--- src/design/lcpd_pkg.sv ---
// shared constants and types for the lehmer code permutation decoder
package lcpd_pkg;

    localparam int MAX_LENGTH_DEF = 64;
    localparam int MIN_LENGTH     = 2;
    localparam int ELEM_W         = 7;
    localparam int DIGIT_W        = 6;
    localparam int LEN_W          = 7;
    localparam int ADDR_W_MAX     = 6;

    localparam logic [LEN_W-1:0] LEN_RESET = 7'd64;

    typedef struct packed {
        logic                  wr_en;
        logic [ADDR_W_MAX-1:0] wr_addr;
        logic [ELEM_W-1:0]     wr_data;
        logic                  rd_en;
        logic [ADDR_W_MAX-1:0] rd_addr;
    } mem_req_t;

endpackage

--- src/design/lcpd_store.sv ---
// element store: one write port, one read port with registered read data
module lcpd_store #(
    parameter int MAX_LENGTH = lcpd_pkg::MAX_LENGTH_DEF
) (
    input  logic                        clk,
    input  lcpd_pkg::mem_req_t          mem_req,
    output logic [lcpd_pkg::ELEM_W-1:0] rd_data
);

    localparam int AW = (MAX_LENGTH > 1) ? $clog2(MAX_LENGTH) : 1;

    logic [lcpd_pkg::ELEM_W-1:0] mem [MAX_LENGTH];
    logic [lcpd_pkg::ELEM_W-1:0] rd_data_reg;

    always_ff @(posedge clk)
    begin
        if (mem_req.wr_en)
        begin
            mem[mem_req.wr_addr[AW-1:0]] <= mem_req.wr_data;
        end
        if (mem_req.rd_en)
        begin
            rd_data_reg <= mem[mem_req.rd_addr[AW-1:0]];
        end
    end

    assign rd_data = rd_data_reg;

endmodule

--- src/design/lcpd_seq.sv ---
// sequencer: digit loading, in-place decode over the store, and element output
module lcpd_seq #(
    parameter int MAX_LENGTH = lcpd_pkg::MAX_LENGTH_DEF
) (
    input  logic                                 clk,
    input  logic                                 rst_n,
    input  logic [$clog2(MAX_LENGTH+1)-1:0]      n_len,
    input  logic                                 cfg_wr_en,
    input  logic                                 in_valid,
    output logic                                 in_stall,
    input  logic [lcpd_pkg::DIGIT_W-1:0]         code_digit,
    output lcpd_pkg::mem_req_t                   mem_req,
    input  logic [lcpd_pkg::ELEM_W-1:0]          mem_rdata,
    output logic                                 out_valid,
    input  logic                                 out_stall,
    output logic [lcpd_pkg::ELEM_W-1:0]          perm_element,
    output logic                                 last_element
);

    localparam int AW = (MAX_LENGTH > 1) ? $clog2(MAX_LENGTH) : 1;
    localparam int CW = $clog2(MAX_LENGTH+1);

    typedef enum logic [1:0] {
        ST_LOAD,
        ST_FIRST,
        ST_INNER,
        ST_EMIT
    } state_t;

    state_t                      state_reg, state_next;
    logic [AW-1:0]               load_count_reg, load_count_next;
    logic [AW-1:0]               pos_reg, pos_next;
    logic [AW-1:0]               wb_reg, wb_next;
    logic [lcpd_pkg::ELEM_W-1:0] cur_reg, cur_next;
    logic [CW-1:0]               emit_idx_reg, emit_idx_next;
    logic                        pend_reg, pend_next;
    logic                        pend_last_reg, pend_last_next;
    logic                        out_valid_reg, out_valid_next;
    logic [lcpd_pkg::ELEM_W-1:0] out_elem_reg, out_elem_next;
    logic                        out_last_reg, out_last_next;

    logic [CW-1:0]               n_m1;
    logic [AW-1:0]               last_addr;
    logic                        in_acc;
    logic                        move;
    logic                        issue;
    lcpd_pkg::mem_req_t          req;

    assign n_m1      = n_len - CW'(1);
    assign last_addr = n_m1[AW-1:0];
    assign in_acc    = in_valid && (state_reg == ST_LOAD);
    assign move      = pend_reg && (!out_valid_reg || !out_stall);
    assign issue     = (state_reg == ST_EMIT) && (emit_idx_reg < n_len) && (!pend_reg || move);

    always_comb
    begin
        state_next      = state_reg;
        load_count_next = load_count_reg;
        pos_next        = pos_reg;
        wb_next         = wb_reg;
        cur_next        = cur_reg;
        emit_idx_next   = emit_idx_reg;
        pend_next       = pend_reg;
        pend_last_next  = pend_last_reg;
        out_valid_next  = out_valid_reg;
        out_elem_next   = out_elem_reg;
        out_last_next   = out_last_reg;
        req             = '0;

        if (move)
        begin
            pend_next = 1'b0;
        end

        unique case (state_reg)
            ST_LOAD:
            begin
                if (in_acc)
                begin
                    req.wr_en = 1'b1;
                    if (load_count_reg == last_addr)
                    begin
                        // final digit is forced to zero, start with position n-2
                        req.wr_addr     = lcpd_pkg::ADDR_W_MAX'(last_addr);
                        req.wr_data     = '0;
                        req.rd_en       = 1'b1;
                        req.rd_addr     = lcpd_pkg::ADDR_W_MAX'(last_addr - AW'(1));
                        pos_next        = last_addr - AW'(1);
                        load_count_next = '0;
                        state_next      = ST_FIRST;
                    end
                    else
                    begin
                        req.wr_addr     = lcpd_pkg::ADDR_W_MAX'(load_count_reg);
                        req.wr_data     = lcpd_pkg::ELEM_W'(code_digit);
                        load_count_next = load_count_reg + AW'(1);
                    end
                end
            end
            ST_FIRST:
            begin
                cur_next    = mem_rdata;
                req.rd_en   = 1'b1;
                req.rd_addr = lcpd_pkg::ADDR_W_MAX'(pos_reg + AW'(1));
                wb_next     = pos_reg + AW'(1);
                state_next  = ST_INNER;
            end
            ST_INNER:
            begin
                req.wr_en   = 1'b1;
                req.wr_addr = lcpd_pkg::ADDR_W_MAX'(wb_reg);
                req.wr_data = (mem_rdata >= cur_reg) ? mem_rdata + lcpd_pkg::ELEM_W'(1)
                                                     : mem_rdata;
                if (wb_reg == last_addr)
                begin
                    if (pos_reg == '0)
                    begin
                        emit_idx_next = '0;
                        state_next    = ST_EMIT;
                    end
                    else
                    begin
                        req.rd_en   = 1'b1;
                        req.rd_addr = lcpd_pkg::ADDR_W_MAX'(pos_reg - AW'(1));
                        pos_next    = pos_reg - AW'(1);
                        state_next  = ST_FIRST;
                    end
                end
                else
                begin
                    req.rd_en   = 1'b1;
                    req.rd_addr = lcpd_pkg::ADDR_W_MAX'(wb_reg + AW'(1));
                    wb_next     = wb_reg + AW'(1);
                end
            end
            ST_EMIT:
            begin
                if (issue)
                begin
                    req.rd_en      = 1'b1;
                    req.rd_addr    = lcpd_pkg::ADDR_W_MAX'(emit_idx_reg[AW-1:0]);
                    emit_idx_next  = emit_idx_reg + CW'(1);
                    pend_next      = 1'b1;
                    pend_last_next = (emit_idx_reg == n_m1);
                end
                if (move && pend_last_reg)
                begin
                    state_next = ST_LOAD;
                end
            end
            default:
            begin
                state_next = ST_LOAD;
            end
        endcase

        if (move)
        begin
            out_valid_next = 1'b1;
            out_elem_next  = mem_rdata;
            out_last_next  = pend_last_reg;
        end
        else if (out_valid_reg && !out_stall)
        begin
            out_valid_next = 1'b0;
        end

        if (cfg_wr_en)
        begin
            load_count_next = '0;
        end
    end

    always_ff @(posedge clk or negedge rst_n)
    begin
        if (!rst_n)
        begin
            state_reg      <= ST_LOAD;
            load_count_reg <= '0;
            pos_reg        <= '0;
            wb_reg         <= '0;
            cur_reg        <= '0;
            emit_idx_reg   <= '0;
            pend_reg       <= 1'b0;
            pend_last_reg  <= 1'b0;
            out_valid_reg  <= 1'b0;
            out_elem_reg   <= '0;
            out_last_reg   <= 1'b0;
        end
        else
        begin
            state_reg      <= state_next;
            load_count_reg <= load_count_next;
            pos_reg        <= pos_next;
            wb_reg         <= wb_next;
            cur_reg        <= cur_next;
            emit_idx_reg   <= emit_idx_next;
            pend_reg       <= pend_next;
            pend_last_reg  <= pend_last_next;
            out_valid_reg  <= out_valid_next;
            out_elem_reg   <= out_elem_next;
            out_last_reg   <= out_last_next;
        end
    end

    assign mem_req      = req;
    assign in_stall     = (state_reg != ST_LOAD);
    assign out_valid    = out_valid_reg;
    assign perm_element = out_elem_reg;
    assign last_element = out_last_reg;

`ifndef SYNTHESIS
    a_no_same_addr: assert property (@(posedge clk) disable iff (!rst_n)
        (req.wr_en && req.rd_en) |-> (req.wr_addr != req.rd_addr))
        else $error("store read and write hit the same entry");

    a_pend_in_emit: assert property (@(posedge clk) disable iff (!rst_n)
        pend_reg |-> (state_reg == ST_EMIT))
        else $error("pending element outside output phase");

    a_out_from_pend: assert property (@(posedge clk) disable iff (!rst_n)
        $rose(out_valid_reg) |-> $past(pend_reg))
        else $error("output became valid without a pending element");

    a_emit_bound: assert property (@(posedge clk) disable iff (!rst_n)
        (state_reg == ST_EMIT) |-> (emit_idx_reg <= n_len))
        else $error("output index ran past the length");
`endif

endmodule

--- src/design/lehmer_code_permutation_decoder.sv ---
// top level of the lehmer code permutation decoder
//
// input channel: one code digit per transfer (in_valid / in_stall). after n
// digits the block decodes them in place and emits n elements on the output
// channel (out_valid / out_stall), last_element marking the final one.
// the last digit of each group is replaced by zero.
// perm_length is written through cfg_wr_en / cfg_wr_data; the user must do
// so only while idle, the block does not enforce it. a write drops any partly
// loaded digits. values below 2 act as 2, above MAX_LENGTH as MAX_LENGTH.
// decode: after the last digit the block walks the store with one read and
// one write port: for each position from n-2 down to 0 it reads the digit,
// then reads and rewrites every later element, adding one where it is not
// below the digit. output then runs one element per cycle while not stalled.
// in_stall is high from the last digit until the final element enters the
// output register. a stalled output holds its element; the next store read
// waits in the read data register.
// reset: length 64, no digits held, output empty; store contents undefined.
module lehmer_code_permutation_decoder #(
    parameter int MAX_LENGTH = lcpd_pkg::MAX_LENGTH_DEF
) (
    input  logic                          clk,
    input  logic                          rst_n,
    input  logic                          cfg_wr_en,
    input  logic [lcpd_pkg::LEN_W-1:0]    cfg_wr_data,
    input  logic                          in_valid,
    output logic                          in_stall,
    input  logic [lcpd_pkg::DIGIT_W-1:0]  code_digit,
    output logic                          out_valid,
    input  logic                          out_stall,
    output logic [lcpd_pkg::ELEM_W-1:0]   perm_element,
    output logic                          last_element
);

    localparam int CW = $clog2(MAX_LENGTH+1);

    logic [lcpd_pkg::LEN_W-1:0]  perm_length_reg;
    logic [CW-1:0]               n_len;
    lcpd_pkg::mem_req_t          mem_req;
    logic [lcpd_pkg::ELEM_W-1:0] mem_rdata;

    always_ff @(posedge clk or negedge rst_n)
    begin
        if (!rst_n)
        begin
            perm_length_reg <= lcpd_pkg::LEN_RESET;
        end
        else if (cfg_wr_en)
        begin
            perm_length_reg <= cfg_wr_data;
        end
    end

    always_comb
    begin
        if (perm_length_reg < lcpd_pkg::LEN_W'(lcpd_pkg::MIN_LENGTH))
        begin
            n_len = CW'(lcpd_pkg::MIN_LENGTH);
        end
        else if (perm_length_reg > lcpd_pkg::LEN_W'(MAX_LENGTH))
        begin
            n_len = CW'(MAX_LENGTH);
        end
        else
        begin
            n_len = perm_length_reg[CW-1:0];
        end
    end

    lcpd_store #(
        .MAX_LENGTH (MAX_LENGTH)
    ) u_store (
        .clk     (clk),
        .mem_req (mem_req),
        .rd_data (mem_rdata)
    );

    lcpd_seq #(
        .MAX_LENGTH (MAX_LENGTH)
    ) u_seq (
        .clk          (clk),
        .rst_n        (rst_n),
        .n_len        (n_len),
        .cfg_wr_en    (cfg_wr_en),
        .in_valid     (in_valid),
        .in_stall     (in_stall),
        .code_digit   (code_digit),
        .mem_req      (mem_req),
        .mem_rdata    (mem_rdata),
        .out_valid    (out_valid),
        .out_stall    (out_stall),
        .perm_element (perm_element),
        .last_element (last_element)
    );

endmodule
--- config.mk ---
export PLATFORM = sky130hd
export DESIGN_NAME = lehmer_code_permutation_decoder
export DESIGN_NICKNAME = d
export VERILOG_FILES = /design/src/design/lcpd_pkg.sv /design/src/design/lcpd_store.sv /design/src/design/lcpd_seq.sv /design/src/design/lehmer_code_permutation_decoder.sv
export SDC_FILE = /design/constraint.sdc
export NUM_CORES = 1
export LEC_CHECK = 0
export BUFFER_PORTS_ARGS = -buffer_cell sky130_fd_sc_hd__clkbuf_2
export CAP_MARGIN = 10
export CORE_MARGIN = 1.5
export CORE_UTILIZATION = 35
export DETAILED_ROUTE_END_ITERATION = 6
export PLACE_DENSITY = 0.51
export SLEW_MARGIN = 30
export SYNTH_ARGS = -nofsm -noshare
export SYNTH_HDL_FRONTEND = slang
export SYNTH_SLANG_ARGS = --single-unit
--- constraint.sdc ---
create_clock -name clk -period 14.2 [get_ports clk]
set_input_delay 0.71 -clock clk [delete_from_list [all_inputs] [get_ports clk]]
set_output_delay 0.71 -clock clk [all_outputs]
set_load 0.005 [all_outputs]
==> flow_metrics.tcl <==
set metrics [dict create \
    cts_tree "built" \
    gpl.final_weighted_congestion 0.902 \
    synth_sequential_area_ratio_pct 66.2 \
    syn_nets 1887 \
    reg2reg_slack_ns 7.68 \
    synth_edf_count 455 \
    rsz0062_at_grt "false" \
    tritonroute_pass_1_iters 5 \
    first_global_vias 14400 \
    cellLeakagePower_nw 8.90 \
    cp-start-kind "flop" \
    ff2ff_path_depth 15 \
    global_route_wire_length_before_repair_mm 96.3 \
    syn_to_final_growth_pct 12.1 \
    run_status "finished, final reports clean" \
    syn_area_per_cell_um2 12.2 \
    min_period_ns 6.52 \
    cp_slowest_cell "sky130_fd_sc_hd__dfstp_2" \
    worst-setup-path-type "reg2reg" \
    cts_setup_buffers 0 \
    worst_hold_path_type "in2async" \
    path_max_fanout 72 \
    antennaDiodeCount 0 \
    synthDistinctLibCells 86 \
    clk_latency_worst_skew_pair_ns 0.61 \
    sequence_of_cells_on_the_critical_path "clkinv_1 > o21ai_0 > ha_1 > nand4bb_1 > a21o_1 > a21o_1 > a2111oi_4 > a31oi_1 > o21bai_4 > buf_4 > nand3_1 > a21oi_1 > nor4_1 > a21oi_1 > or4_1" \
    max_freq_mhz 153 \
    setup_total_negative_slack_ns 0 \
    yosys_most_used_dff "sky130_fd_sc_hd__edfxtp_1" \
    number_of_vias_after_detailed_routing 14900 \
    design.portCount 28 \
    crit_path_max_incr_delay_ns 0.75 \
    worst-endpoint-arrival_ns 6.85 \
    synthesis.yosys.warnings 0 \
    synthDominantCellAreaShare_pct 60.5 \
    setup_clock_skew_after_layout_ns 0.0204 \
    start_util_pct 35.6 \
    finalSetupViolations 0 \
    antenna_found_initial 0 \
    top_cells_by_area_synth "sky130_fd_sc_hd__edfxtp_1 60%, sky130_fd_sc_hd__nand2_1 6.2%, sky130_fd_sc_hd__dfrtp_1 5.6%, sky130_fd_sc_hd__nand3_1 2.7%, sky130_fd_sc_hd__mux2i_1 2.5%" \
    die_outline_height_um 257 \
    grt_usage_pct 19.3 \
    clkTransAtPathRegs_ns 0.06 \
    cts-buffers-inserted 56 \
    detail_route.wl_per_cell_um 23.5 \
    report.final.hold_viol_count 0 \
    maxCapViolations 0 \
    design.die.area_um2 66100 \
    p_total_mw 6.07 \
    post-route-period-util_pct 45.9 \
    route.detailed.vias_per_inst 5.45 \
    clock-sinks 507 \
    max_slew_violations 0 \
    largest_voltage_drop_on_the_vdd_net_mv 0.162 \
    maximum_count_of_clock_buffers_along_a_single_path 3 \
    place.port_buffers 27 \
    route.final.wire_length_mm 64.3 \
    fp-row-count 92 \
    x_dimension_of_the_die_um 257 \
    synth-seq-cells 507 \
    crit_required_ns 14.53 \
    postSynthCellCount 1847 \
    cts_hold_buf 0 \
    detailedRoute.firstIterationViolations 1320 \
    worstSetupPathDepth 15 \
    total_of_cells_resized_after_clock_tree_synthesis 0 \
    clock_tree.root_cell "sky130_fd_sc_hd__clkbuf_16" \
    power_per_cell_area_nw_per_um2 240 \
    async_reset_ff_share_pct 10.3 \
    path_buf_inv 2 \
    postRouteAntennaNets 0 \
    post-route-drc-count 0 \
    nNetsFinal 1883 \
    worst_pin_slew_ns 0.954 \
    maximum_number_of_pins_on_one_net_before_global_route_repair 148 \
    slew-limit-headroom_pct 36.4 \
    placeableCoreArea_um2 63400 \
    synth_area_um2 22600 \
    ratio_of_cells_with_drive_above_1_in_the_final_layout_pct 10.3 \
    synth_commonest_cells "455 x sky130_fd_sc_hd__edfxtp_1, 372 x sky130_fd_sc_hd__nand2_1, 122 x sky130_fd_sc_hd__nand3_1" \
    dp_hpwl_mm 40.2 \
    synth_area_leader_cell "sky130_fd_sc_hd__edfxtp_1" \
    htree_levels 2 \
    largest_register_ffs 448 \
    synth.most_common_cell "sky130_fd_sc_hd__edfxtp_1" \
    worst_setup_path_end_kind "flop" \
    path_delay_family "compound AO/OA/AOI/OAI gates" \
    gr-total-overflow 0 \
]
## path summary, 6_finish.rpt
| kind | from | to |
|---|---|---|
| max | perm_length_reg[6] | u_store.rd_data[0] |
| min | rst_n | perm_length_reg[0] |
| max reg2reg | perm_length_reg[6] | u_store.rd_data[0] |
| min reg2reg | u_seq.pend_reg | u_seq.out_valid |
| max in group asynchronous | rst_n | u_seq.state_reg[1] |
| min in group clk | cfg_wr_data[0] | perm_length_reg[0] |
## routing by layer
metal / GRT usage [%] / routed length (um) / vias up
met4: 5.31 / 1400 / 0
met5: 0 / 0 / -
met2: 31.3 / 30400 / 430
met1: 27.2 / 29200 / 7548
li1: - / - / 6845
met3: 2.47 / 3280 / 80
## through the flow
stage | cell area (um^2) | std cells | util [%] | hold slack (ns) | worst slack, ns
final | 25300 | 2734 | 39.9 | 0.246 | 7.68
after global routing | 25300 | 2734 | 39.9 | 0.299 | 7.19
after CTS | 25300 | 2734 | 39.9 | 0.252 | 7.64
after detailed placement | 23500 | 2631 | 37.1 | 0.467 | 7.63
after global placement | 23500 | 2631 | 37.1 | 0.454 | 7.73
after floorplan | 22600 | 1847 | - | 0.414 | 8.67
## worst register-to-register path: stages (launching register included)
cell and delay (ns):
sky130_fd_sc_hd__dfstp_2 0.75, sky130_fd_sc_hd__clkinv_1 0.36, sky130_fd_sc_hd__o21ai_0 0.28, sky130_fd_sc_hd__ha_1 0.41, sky130_fd_sc_hd__nand4bb_1 0.18, sky130_fd_sc_hd__a21o_1 0.23
sky130_fd_sc_hd__a21o_1 0.23, sky130_fd_sc_hd__a2111oi_4 0.67, sky130_fd_sc_hd__a31oi_1 0.24, sky130_fd_sc_hd__o21bai_4 0.22, sky130_fd_sc_hd__buf_4 0.42, sky130_fd_sc_hd__nand3_1 0.67
sky130_fd_sc_hd__a21oi_1 0.14, sky130_fd_sc_hd__nor4_1 0.52, sky130_fd_sc_hd__a21oi_1 0.36, sky130_fd_sc_hd__or4_1 0.59
## kinds of logic (layout without fill, tap and decap cells)
| family | Yosys count | after routing | synth area share (%) |
|---|---|---|---|
| XOR/XNOR | 35 | 35 | 1.51 |
| multiplexers | 79 | 79 | 3.62 |
| flip-flops | 507 | 507 | 66.2 |
| AND/OR/NAND/NOR | 750 | 750 | 15.1 |
| AO/OA/AOI/OAI | 324 | 324 | 9.61 |
| buffers and inverters | 130 | 171 | 2.70 |
| adder cells (fa/ha/maj) | 22 | 22 | 1.22 |
## power breakdown
group | internal (mW) | switching, mW | leakage [nW] | total, mW
combinational | 0.641 | 1.75 | 3.20 | 2.39
clock | 0.853 | 0.591 | 0.876 | 1.44
sequential | 2.10 | 0.140 | 4.82 | 2.24
total | 3.59 | 2.48 | 8.90 | 6.07
## placed cells by master, fill, tap and decap left out, drive strengths merged, types with 10 or more instances in the layout
cell,instances
dfrtp,51
a21oi,115
o21ai,37
o22ai,18
nor4,17
or3,11
nand4,23
xnor2,19
mux2i,57
xor2,14
nand2b,10
ha,22
clkbuf,100
nand2,373
a22oi,17
a31oi,35
a21o,14
a32oi,15
nor2b,13
nor2,113
nor3,18
and2,10
edfxtp,455
nand3,127
buf,21
clkinv,21
mux2,22
inv,19
and3,12
## area by class of cell
class,instances,area (um^2)
Fill cell,5967,38100
Sequential cell,507,15000
Multi-Input combinational cell,1210,7110
Clock buffer,73,1510
Tap cell,846,1060
Clock inverter,30,307
Timing Repair Buffer,48,305
Inverter,20,75.1
(Power assumes the default switching activity.)
